## config.mk

```make
export PLATFORM = sky130hd
export DESIGN_NAME = key_press_classifier
export DESIGN_NICKNAME = d
export VERILOG_FILES = /design/src/rtl/kpc_pkg.sv /design/src/rtl/key_press_classifier.sv /design/src/rtl/kpc_regs.sv /design/src/rtl/kpc_core.sv
export SDC_FILE = /design/constraint.sdc
export NUM_CORES = 1
export LEC_CHECK = 0
export BUFFER_PORTS_ARGS = -buffer_cell sky130_fd_sc_hd__clkbuf_2
export CAP_MARGIN = 5
export CORE_MARGIN = 5
export CORE_UTILIZATION = 60
export DETAILED_ROUTE_END_ITERATION = 8
export PLACE_DENSITY = 0.85
export SKIP_LAST_GASP = 1
export SLEW_MARGIN = 15
export SYNTH_ARGS = -nofsm -noshare
export SYNTH_HDL_FRONTEND = slang
export SYNTH_HIERARCHICAL = 1
export SYNTH_SLANG_ARGS = --single-unit
```

## constraint.sdc

```tcl
create_clock -name clk_i -period 5.5 [get_ports clk_i]
set_input_delay 0.55 -clock clk_i [delete_from_list [all_inputs] [get_ports clk_i]]
set_output_delay 0.55 -clock clk_i [all_outputs]
set_load 0.1 [all_outputs]
```

## src/rtl/kpc_pkg.sv

```systemverilog
// Package for the key press classifier.
// Holds widths, register indexes, the press event codes and the configuration struct.
// No dependencies.
`default_nettype none

package kpc_pkg;

  localparam int unsigned CntW  = 12;
  localparam int unsigned CfgW  = 11;
  localparam int unsigned AddrW = 4;
  localparam int unsigned DataW = 32;

  localparam logic [CntW-1:0] CntMax = '1;

  localparam logic [CfgW-1:0] MinPressReset    = 11'd20;
  localparam logic [CfgW-1:0] LongPressReset   = 11'd600;
  localparam logic [CfgW-1:0] DoubleWinReset   = 11'd100;

  typedef enum logic [1:0] {
    REG_MIN_PRESS  = 2'd0,
    REG_LONG_PRESS = 2'd1,
    REG_DOUBLE_WIN = 2'd2,
    REG_NONE       = 2'd3
  } reg_idx_e;

  typedef enum logic [1:0] {
    MODE_NONE   = 2'd0,
    MODE_SHORT  = 2'd1,
    MODE_DOUBLE = 2'd2,
    MODE_LONG   = 2'd3
  } mode_e;

  typedef struct packed {
    logic [CfgW-1:0] min_press_ticks;
    logic [CfgW-1:0] long_press_ticks;
    logic [CfgW-1:0] double_window_ticks;
  } cfg_t;

endpackage

`default_nettype wire

```

## src/rtl/key_press_classifier.sv

```systemverilog
// Top level of the key press classifier: input register, classifier core, result register.
// Depends on kpc_pkg, kpc_regs and kpc_core.
// Each input beat is one scan tick and yields exactly one result beat holding the stored
// press mode after that tick (none, short, double or long). A beat passes from the input
// register to the result register while the result side is ready, so one tick per cycle
// is sustained then; the only loop is the registered counter update. The user writes the
// configuration registers via the APB port while the stream is idle; no logic enforces it.
`default_nettype none

module key_press_classifier (
  input  wire logic                      clk_i,
  input  wire logic                      rst_ni,
  input  wire logic                      s_axis_tvalid,
  output logic                           s_axis_tready,
  input  wire logic [7:0]                s_axis_tdata,  // [0] key_level, [7:1] zero
  output logic                           m_axis_tvalid,
  input  wire logic                      m_axis_tready,
  output logic      [7:0]                m_axis_tdata,  // [1:0] press_event, [7:2] zero
  input  wire logic                      psel,
  input  wire logic                      penable,
  input  wire logic                      pwrite,
  input  wire logic [kpc_pkg::AddrW-1:0] paddr,
  input  wire logic [kpc_pkg::DataW-1:0] pwdata,
  output logic      [kpc_pkg::DataW-1:0] prdata,
  output logic                           pready
);

  kpc_pkg::cfg_t  cfg;
  kpc_pkg::mode_e mode_d;
  logic           in_valid_q, in_level_q;
  logic           out_valid_q;
  kpc_pkg::mode_e out_mode_q;
  logic           out_ready, step;

  kpc_regs u_regs (
    .clk_i   (clk_i),
    .rst_ni  (rst_ni),
    .psel    (psel),
    .penable (penable),
    .pwrite  (pwrite),
    .paddr   (paddr),
    .pwdata  (pwdata),
    .prdata  (prdata),
    .pready  (pready),
    .cfg_o   (cfg)
  );

  kpc_core u_core (
    .clk_i    (clk_i),
    .rst_ni   (rst_ni),
    .step_i   (step),
    .level_i  (in_level_q),
    .cfg_i    (cfg),
    .mode_d_o (mode_d)
  );

  assign out_ready     = !out_valid_q || m_axis_tready;
  assign step          = in_valid_q && out_ready;
  assign s_axis_tready = !in_valid_q || out_ready;
  assign m_axis_tvalid = out_valid_q;
  assign m_axis_tdata  = {6'd0, out_mode_q};

  always_ff @(posedge clk_i or negedge rst_ni) begin
    if (!rst_ni) begin
      in_valid_q  <= 1'b0;
      out_valid_q <= 1'b0;
    end else begin
      if (s_axis_tready) begin
        in_valid_q <= s_axis_tvalid;
      end
      if (out_ready) begin
        out_valid_q <= in_valid_q;
      end
    end
  end

  always_ff @(posedge clk_i) begin
    if (s_axis_tready && s_axis_tvalid) begin
      in_level_q <= s_axis_tdata[0];
    end
    if (step) begin
      out_mode_q <= mode_d;
    end
  end

endmodule

`default_nettype wire

```

## src/rtl/kpc_regs.sv

```systemverilog
// Configuration register file of the key press classifier, on an APB-style port.
// Depends on kpc_pkg.
`default_nettype none

module kpc_regs (
  input  wire logic                      clk_i,
  input  wire logic                      rst_ni,
  input  wire logic                      psel,
  input  wire logic                      penable,
  input  wire logic                      pwrite,
  input  wire logic [kpc_pkg::AddrW-1:0] paddr,
  input  wire logic [kpc_pkg::DataW-1:0] pwdata,
  output logic      [kpc_pkg::DataW-1:0] prdata,
  output logic                           pready,
  output kpc_pkg::cfg_t                  cfg_o
);

  kpc_pkg::cfg_t     cfg_q, cfg_d;
  kpc_pkg::reg_idx_e idx;
  logic              wr_en;

  assign idx    = kpc_pkg::reg_idx_e'(paddr[3:2]);
  assign wr_en  = psel && penable && pwrite;
  assign pready = 1'b1;
  assign cfg_o  = cfg_q;

  always_comb begin
    cfg_d = cfg_q;
    if (wr_en) begin
      unique case (idx)
        kpc_pkg::REG_MIN_PRESS:  cfg_d.min_press_ticks     = pwdata[kpc_pkg::CfgW-1:0];
        kpc_pkg::REG_LONG_PRESS: cfg_d.long_press_ticks    = pwdata[kpc_pkg::CfgW-1:0];
        kpc_pkg::REG_DOUBLE_WIN: cfg_d.double_window_ticks = pwdata[kpc_pkg::CfgW-1:0];
        default: ;
      endcase
    end
  end

  always_comb begin
    prdata = '0;
    unique case (idx)
      kpc_pkg::REG_MIN_PRESS:
        prdata[kpc_pkg::CfgW-1:0] = cfg_q.min_press_ticks;
      kpc_pkg::REG_LONG_PRESS:
        prdata[kpc_pkg::CfgW-1:0] = cfg_q.long_press_ticks;
      kpc_pkg::REG_DOUBLE_WIN:
        prdata[kpc_pkg::CfgW-1:0] = cfg_q.double_window_ticks;
      default: ;
    endcase
  end

  always_ff @(posedge clk_i or negedge rst_ni) begin
    if (!rst_ni) begin
      cfg_q.min_press_ticks     <= kpc_pkg::MinPressReset;
      cfg_q.long_press_ticks    <= kpc_pkg::LongPressReset;
      cfg_q.double_window_ticks <= kpc_pkg::DoubleWinReset;
    end else begin
      cfg_q <= cfg_d;
    end
  end

endmodule

`default_nettype wire

```

## src/rtl/kpc_core.sv

```systemverilog
// Classifier state and its per-tick update: hold counter, click window and stored mode.
// Depends on kpc_pkg.
`default_nettype none

module kpc_core (
  input  wire logic          clk_i,
  input  wire logic          rst_ni,
  input  wire logic          step_i,
  input  wire logic          level_i,
  input  kpc_pkg::cfg_t      cfg_i,
  output kpc_pkg::mode_e     mode_d_o
);

  logic [kpc_pkg::CntW-1:0] hold_q, hold_d, hold_inc;
  logic [kpc_pkg::CntW-1:0] win_q, win_d, win_inc;
  logic                     latched_q, latched_d;
  logic [1:0]               clicks_q, clicks_d;
  logic                     open_q, open_d;
  kpc_pkg::mode_e           mode_q, mode_d;
  logic [kpc_pkg::CntW-1:0] min_x, long_x, dwin_x;

  assign min_x  = {1'b0, cfg_i.min_press_ticks};
  assign long_x = {1'b0, cfg_i.long_press_ticks};
  assign dwin_x = {1'b0, cfg_i.double_window_ticks};

  assign hold_inc = (!latched_q && hold_q != kpc_pkg::CntMax) ? hold_q + 1'b1 : hold_q;

  always_comb begin
    hold_d    = hold_q;
    latched_d = latched_q;
    clicks_d  = clicks_q;
    open_d    = open_q;
    win_d     = win_q;
    mode_d    = mode_q;
    win_inc   = win_q;

    // Key scan.
    if (!level_i) begin
      if (hold_inc > long_x) begin
        hold_d    = '0;
        latched_d = 1'b1;
        mode_d    = kpc_pkg::MODE_LONG;
      end else begin
        hold_d = hold_inc;
        mode_d = kpc_pkg::MODE_NONE;
      end
    end else if (hold_q > min_x && hold_q < long_x && mode_q != kpc_pkg::MODE_LONG) begin
      hold_d    = '0;
      latched_d = 1'b0;
      clicks_d  = clicks_q + 2'd1;
      open_d    = 1'b1;
    end else begin
      hold_d    = '0;
      latched_d = 1'b0;
      mode_d    = kpc_pkg::MODE_NONE;
    end

    // Double-click window, seen after the scan of the same tick.
    if (open_d) begin
      win_inc = (level_i && win_q != kpc_pkg::CntMax) ? win_q + 1'b1 : win_q;
      win_d   = win_inc;
      if (win_inc > dwin_x) begin
        mode_d   = kpc_pkg::MODE_SHORT;
        clicks_d = '0;
        win_d    = '0;
        open_d   = 1'b0;
      end else if (clicks_d > 2'd1) begin
        mode_d   = kpc_pkg::MODE_DOUBLE;
        clicks_d = '0;
        win_d    = '0;
        open_d   = 1'b0;
      end
    end
  end

  assign mode_d_o = mode_d;

  always_ff @(posedge clk_i or negedge rst_ni) begin
    if (!rst_ni) begin
      hold_q    <= '0;
      latched_q <= 1'b0;
      clicks_q  <= '0;
      open_q    <= 1'b0;
      win_q     <= '0;
      mode_q    <= kpc_pkg::MODE_NONE;
    end else if (step_i) begin
      hold_q    <= hold_d;
      latched_q <= latched_d;
      clicks_q  <= clicks_d;
      open_q    <= open_d;
      win_q     <= win_d;
      mode_q    <= mode_d;
    end
  end

endmodule

`default_nettype wire

```

### After elaboration in Yosys (flattened, before gate mapping)

Cells that the tools add are included.

* add/sub/neg operators: 3
* $lt $le $gt $ge: 5
* eq/ne operators: 5
* multiplexer cells: 25
* reductions and logical operators: 20

Operators by type and width (count)
* 12-bit 2-to-1 mux: 6
* 12-bit by 11-bit greater-than comparator with 1-bit output: 3
* 11-bit case mux with 3 select lines: 1
* 12-bit by 1-bit adder with 12-bit output (second input constant): 2
* 12-bit inequality test (second input constant): 2
* 2-bit 2-to-1 mux: 11
* 12-bit by 11-bit < comparator with 1-bit output: 1
* 2-bit AND reduction: 5
* 1-bit logical AND: 8
* 1-bit 2-to-1 mux: 7
* 1-bit logical NOT: 3
* 2-bit by 1-bit adder with 2-bit output (second input constant): 1
* 2-bit by 1-bit == test with 1-bit output (second input constant): 1
* 2-bit == test (second input constant): 1
* 2-bit by 1-bit greater-than comparator with 1-bit output (second input constant): 1
* 2-bit logical NOT: 1
* 1-bit logical OR: 2
* 2-bit inequality test (second input constant): 1
* 2-bit nonzero test: 1

* flip-flop bits (word level): 68
* output and inout port bits: 43
* word-level logic and storage cells: 71

### Longest topological paths before layout

* depth after elaboration: 9
* depth in mapped cells: 17
* depth with buffers taken out: 16

### Modules after synthesis

Netlist, hierarchy kept.

By module, submodules not included
* kpc_core: instances 1, cells each 355, area an instance 3039.2 sq um, seq. area each 750.7 sq um
* kpc_regs: instances 1, cells each 135, area an instance 1704.1 sq um, seq. area each 837.1 sq um
* key_press_classifier: instances 1, cells each 18, area an instance 242.7 sq um, seq. area each 140.1 sq um

### Worst setup path before layout

Ideal clock, no wire load.

* kind: register to register
* start: register u_core/hold_q[0] (netlist bit)
* end: register u_core/hold_q[3] (netlist bit)
* arrival: 3.663 ns
* slack: 1.705 ns
* cell stages (with the launch flop): 18
* period minus slack after synthesis: 3.795 ns
* cell sequence: dfrtp_1 > ha_1 > and3_1 > a31oi_1 > nand4_1 > inv_1 > and3_1 > xnor2_1 > inv_1 > ha_1 > nand2_1 > or3_1 > o221a_2 > o311ai_1 > clkbuf_1 > o21ai_0 > nand2_1 > o31ai_1

* word-level cells in the longest chain between the ends: 6
* elaborated cells between the ends (all ways): 7
* classes of those cells: add/sub: 1; order compare: 1; eq/ne: 1; mux: 3; reduce/logical: 1

Ends and longest elaborated chain
* start: declaration: RTL line kpc_core.sv:14 `logic [kpc_pkg::CntW-1:0] hold_q, hold_d, hold_inc;`
* start signal: assignment: RTL line kpc_core.sv:87 `hold_q <= hold_d;`
* branches (longest 2 deep; another with 12-bit by 1-bit adder with 12-bit output)
* 12-bit 2-to-1 mux (*): RTL line kpc_core.sv:26 `assign hold_inc = (!latched_q && hold_q != kpc_pkg::CntMax) ? hold_q + 1'b1 : hold_q;`
* 12-bit by 11-bit greater-than comparator with 1-bit output: RTL line kpc_core.sv:39 `if (hold_inc > long_x) begin`
* 12-bit 2-to-1 mux (*): RTL line kpc_core.sv:39
* 12-bit 2-to-1 mux (*): RTL line kpc_core.sv:38 `if (!level_i) begin`

Mark *: on every way between the ends.
A chain may end at the register's enable or synchronous reset.

### Worst setup path in the final report

* start: register u_core/hold_q[1] (netlist bit)
* end: register u_core/hold_q[7] (netlist bit)

Same word-level chain as after synthesis.

==> results.sh <==
export IMPL_synth_area_in_adders=0.113
export IMPL_synth_top_flop_cell="dfrtp_1"
export IMPL_path_delay_family="compound AO/OA/AOI/OAI gates"
export IMPL_gr_total_overflow=0
export IMPL_setup_violations_final=0
export IMPL_worstPathRequired_ns=5.74
export IMPL_post_cts_resized=0
export IMPL_finish_instance_area_sq_mm=0.00536
export IMPL_area_growth_pct=7.40
export IMPL_ant_nets=0
export IMPL_number_of_optimization_iterations_in_the_first_detailed_route_pass=5
export IMPL_cts_sink_count=68
export IMPL_cp_num_buf_inv=3
export IMPL_place_ws_ns=1.17
export IMPL_placementRows=33
export IMPL_relSlewSlack=0.458
export IMPL_drc=0
export IMPL_synth_largest_area_cell="dfrtp_1"
export IMPL_crit_arrival_ns=4.68
export IMPL_tritoncts_num_buffers=9
export IMPL_routed_via_density=6.07
export IMPL_finalHoldViolCount=0
export IMPL_synth_edf_count=3
export IMPL_fmax_mhz=225
export IMPL_crit_path_max_incr_delay_ns=0.50
export IMPL_cts_hold_buf=0
export IMPL_synth_compound_area_share=0.159
export IMPL_cts_repair_timing_setup_buffer_count=0
export IMPL_max_slew_worst_pin_slew_ns=0.812
export IMPL_die_width_microns=101
export IMPL_clock_skew_final_ns=0.0161
export IMPL_synth_async_sr_flop_share=0.956
export IMPL_yosys_cell_count_top_type="dfrtp_1"
export IMPL_grt_start_max_net_pins=66
export IMPL_grt_pass1_wl_microns=18900
export IMPL_grt_setup_unrepaired="no"
export IMPL_status="finished, final reports clean"
export IMPL_sw_frac_of_total=0.424
export IMPL_gate_power_share=0.386
export IMPL_finalSetupTns_ns=0
export IMPL_cp_endpoint_kind="flop"
export IMPL_clock_root_buffer="clkbuf_8"
export IMPL_cts_reportedPaths_clkPinSlew_ns=0.09
export IMPL_start_kind="flop"
export IMPL_ys_top_cells_by_count="dfrtp_1 (56), inv_1 (48), ha_1 (45)"
export IMPL_internal_pwr_total_mw=1.08
export IMPL_initial_antenna_violation_count=0
export IMPL_yosys_cell_types_count=75
export IMPL_maxCapViolations=0
export IMPL_h_tree_depth_reported_by_cts=3
export IMPL_main_combinational_cell_family_by_area_after_synthesis="compound AO/OA/AOI/OAI gates"
export IMPL_synthTopCellsByArea="dfrtp_1 (28%), ha_1 (11%), mux2_2 (5.4%)"
export IMPL_worst_skew_pair_late_latency_ns=0.36
export IMPL_ys_seq_area_frac=0.347
export IMPL_tritoncts="yes"
export IMPL_xor_xnor_portion_of_the_synthesized_cell_area=0.0316
export IMPL_sum_of_net_half_perimeters_after_detailed_placement_microns=8240
export IMPL_grt_util_all_layers=0.234
export IMPL_critPathKind="flop to flop"
export IMPL_power_ir_vdd_worst_mv=0.271
export IMPL_number_of_flip_flops_and_latches_in_the_synthesized_netlist=68
export IMPL_layout_drive_gt1_share=0.209
export IMPL_vert_die_dim_microns=101
export IMPL_gpl_final_weighted_congestion=0.885
export IMPL_grt_pass1_vias=3967
export IMPL_final_period_utilization=0.808
export IMPL_muxShareOfSynthArea=0.110
export IMPL_synthDominantCellAreaShare=0.281
export IMPL_antenna_cells=0
export IMPL_io_buffer_count=35
export IMPL_detail_route_wl_per_cell_microns=17.4
export IMPL_synth_area_per_cell_sq_um=9.82
export IMPL_syn_cell_area_sq_mm=0.00499
export IMPL_yosys_area_share_simple=0.142
export IMPL_period_minus_slack_ns=4.45
export IMPL_worstHoldPathType="input pin to async pin"
export IMPL_synth_warning_count=6
export IMPL_clock_power_share=0.249
export IMPL_final_max_slew_violation_count=0
export IMPL_sequentialPowerShare=0.365
export IMPL_path_cells="ha_1, and3_1, a31oi_1, nand4_1, inv_1, and3_1, xnor2_1, inv_1, ha_1, nand2_1, or3_1, o221a_2, o311ai_1, buf_4, o21ai_0, nand2_1, o41ai_1"
export IMPL_finalWorstSetupSlack_ns=1.05
export IMPL_drt_first_iter_violations=267
export IMPL_cp_max_fo=10
export IMPL_design_final_nets=636
export IMPL_static_leakage_power_nw=2.63
export IMPL_io_count=94
export IMPL_master_of_the_slowest_instance_on_the_critical_path="o311ai_1"
export IMPL_power_density_cell_area_mw_per_mm2=350
export IMPL_initial_util=0.610
export IMPL_netSwitchingPower_uw=795
export IMPL_die_area_sq_mm=0.0102
export IMPL_routed_wl_microns=11300
export IMPL_placed_instance_area_sq_mm=0.00513
export IMPL_core_region_area_sq_mm=0.00818
export IMPL_cts_max_path_buffers=2
export IMPL_vias=3944
export IMPL_post_synth_inst_count=508
-- cell families after synthesis --
group	after synthesis
xor gates and xnor gates	18
DFF	68
muxes	47
AOI/OAI and AO/OA	106
buffers and inverters	93
adders and majority gates	45
and+or+nand+nor	128
other	3
-- per-stage QoR --
step                      utilization  hold WS (ns)  total power, mW  instances
after global placement          0.628         0.517             1.36        634
after CTS                       0.655         0.368             1.87        650
final                           0.655         0.379             1.88        650
after detailed placement        0.628         0.525             1.40        634
after floorplan                     -         0.254             1.26        533
after global routing            0.655         0.369             1.98        650
-- cells in the final DEF (no fill, tap or decap), types with 4 or more instances in the layout --
cell type / instances
mux2i_1: 13
a31oi_1: 4
o211ai_1: 6
a32o_1: 6
xor2_1: 7
nand3_1: 7
clkbuf_2: 35
mux2_2: 24
buf_4: 5
dfstp_2: 9
nor3_1: 4
o31ai_1: 6
nor2b_1: 5
and2_1: 5
and3_1: 6
nand4_1: 8
o21a_1: 4
clkbuf_8: 9
a21oi_1: 14
xnor2_1: 11
inv_1: 48
nand2b_1: 9
nand2_1: 39
mux2_4: 10
conb_1: 28
a21o_1: 5
ha_1: 45
dfrtp_1: 56
o2bb2ai_1: 4
o21ai_0: 29
nor2_1: 18
-- power by group through the flow --
stage               logic, mW  clock network, mW  registers (mW)
global placement        0.682                  0           0.682
finish                  0.725              0.467           0.685
detailed placement      0.711                  0           0.689
floorplan               0.586                  0           0.674
CTS                     0.719              0.471           0.682
global route            0.791              0.490           0.698
-- registers in the layout (all words and copies together), names as in the netlist, 2 cells and up --
register,count
u_regs/cfg_o,33
u_core/win_q,12
u_core/clicks_q,2
u_core/hold_q,12
u_core/mode_q,2
out_mode_q,2
-- worst register-to-register path, delay by kind of cell, from the launching register on --
| family | cells | cell delay, ns |
|---|---|---|
| fa+ha+maj | 2 | 0.55 |
| buf+inv | 3 | 0.47 |
| compound gates | 5 | 1.42 |
| flops | 1 | 0.48 |
| xor+xnor | 1 | 0.15 |
| simple gates | 6 | 1.26 |
-- layer usage --
layer / global-route usage / part of all wire / vias up
met3: 0.0337 / 0.059 / 29
met1: 0.299 / 0.43 / 1914
met2: 0.398 / 0.48 / 162
met4: 0.0992 / 0.030 / 0
li1: - / - / 1839
met5: 0 / 0 / -
-- layout make-up --
cell class	instances	area [sq um]
sequential	68	1730
clock buffer	9	124
inverter	49	184
tap	105	131
clock inverter	7	98.8
timing repair buffer	40	213
multi-input combinational	372	2880
fill	602	2820
-- path summary, 6_finish.rpt --
path,from,to,slack (ns),depth (start not counted)
worst max-delay path,u_core/hold_q[1],u_core/hold_q[7],1.05,17
worst min-delay path,rst_ni,u_regs/cfg_o[21],0.38,2
worst max register to register,u_core/hold_q[1],u_core/hold_q[7],1.05,17
worst min register to register,u_regs/cfg_o[10],u_regs/cfg_o[10],0.54,1
max in group asynchronous,rst_ni,u_core/win_q[7],4.59,2
min in group clk_i,s_axis_tdata[0],in_level_q,0.38,1
Power figures use the tool's default switching activity.
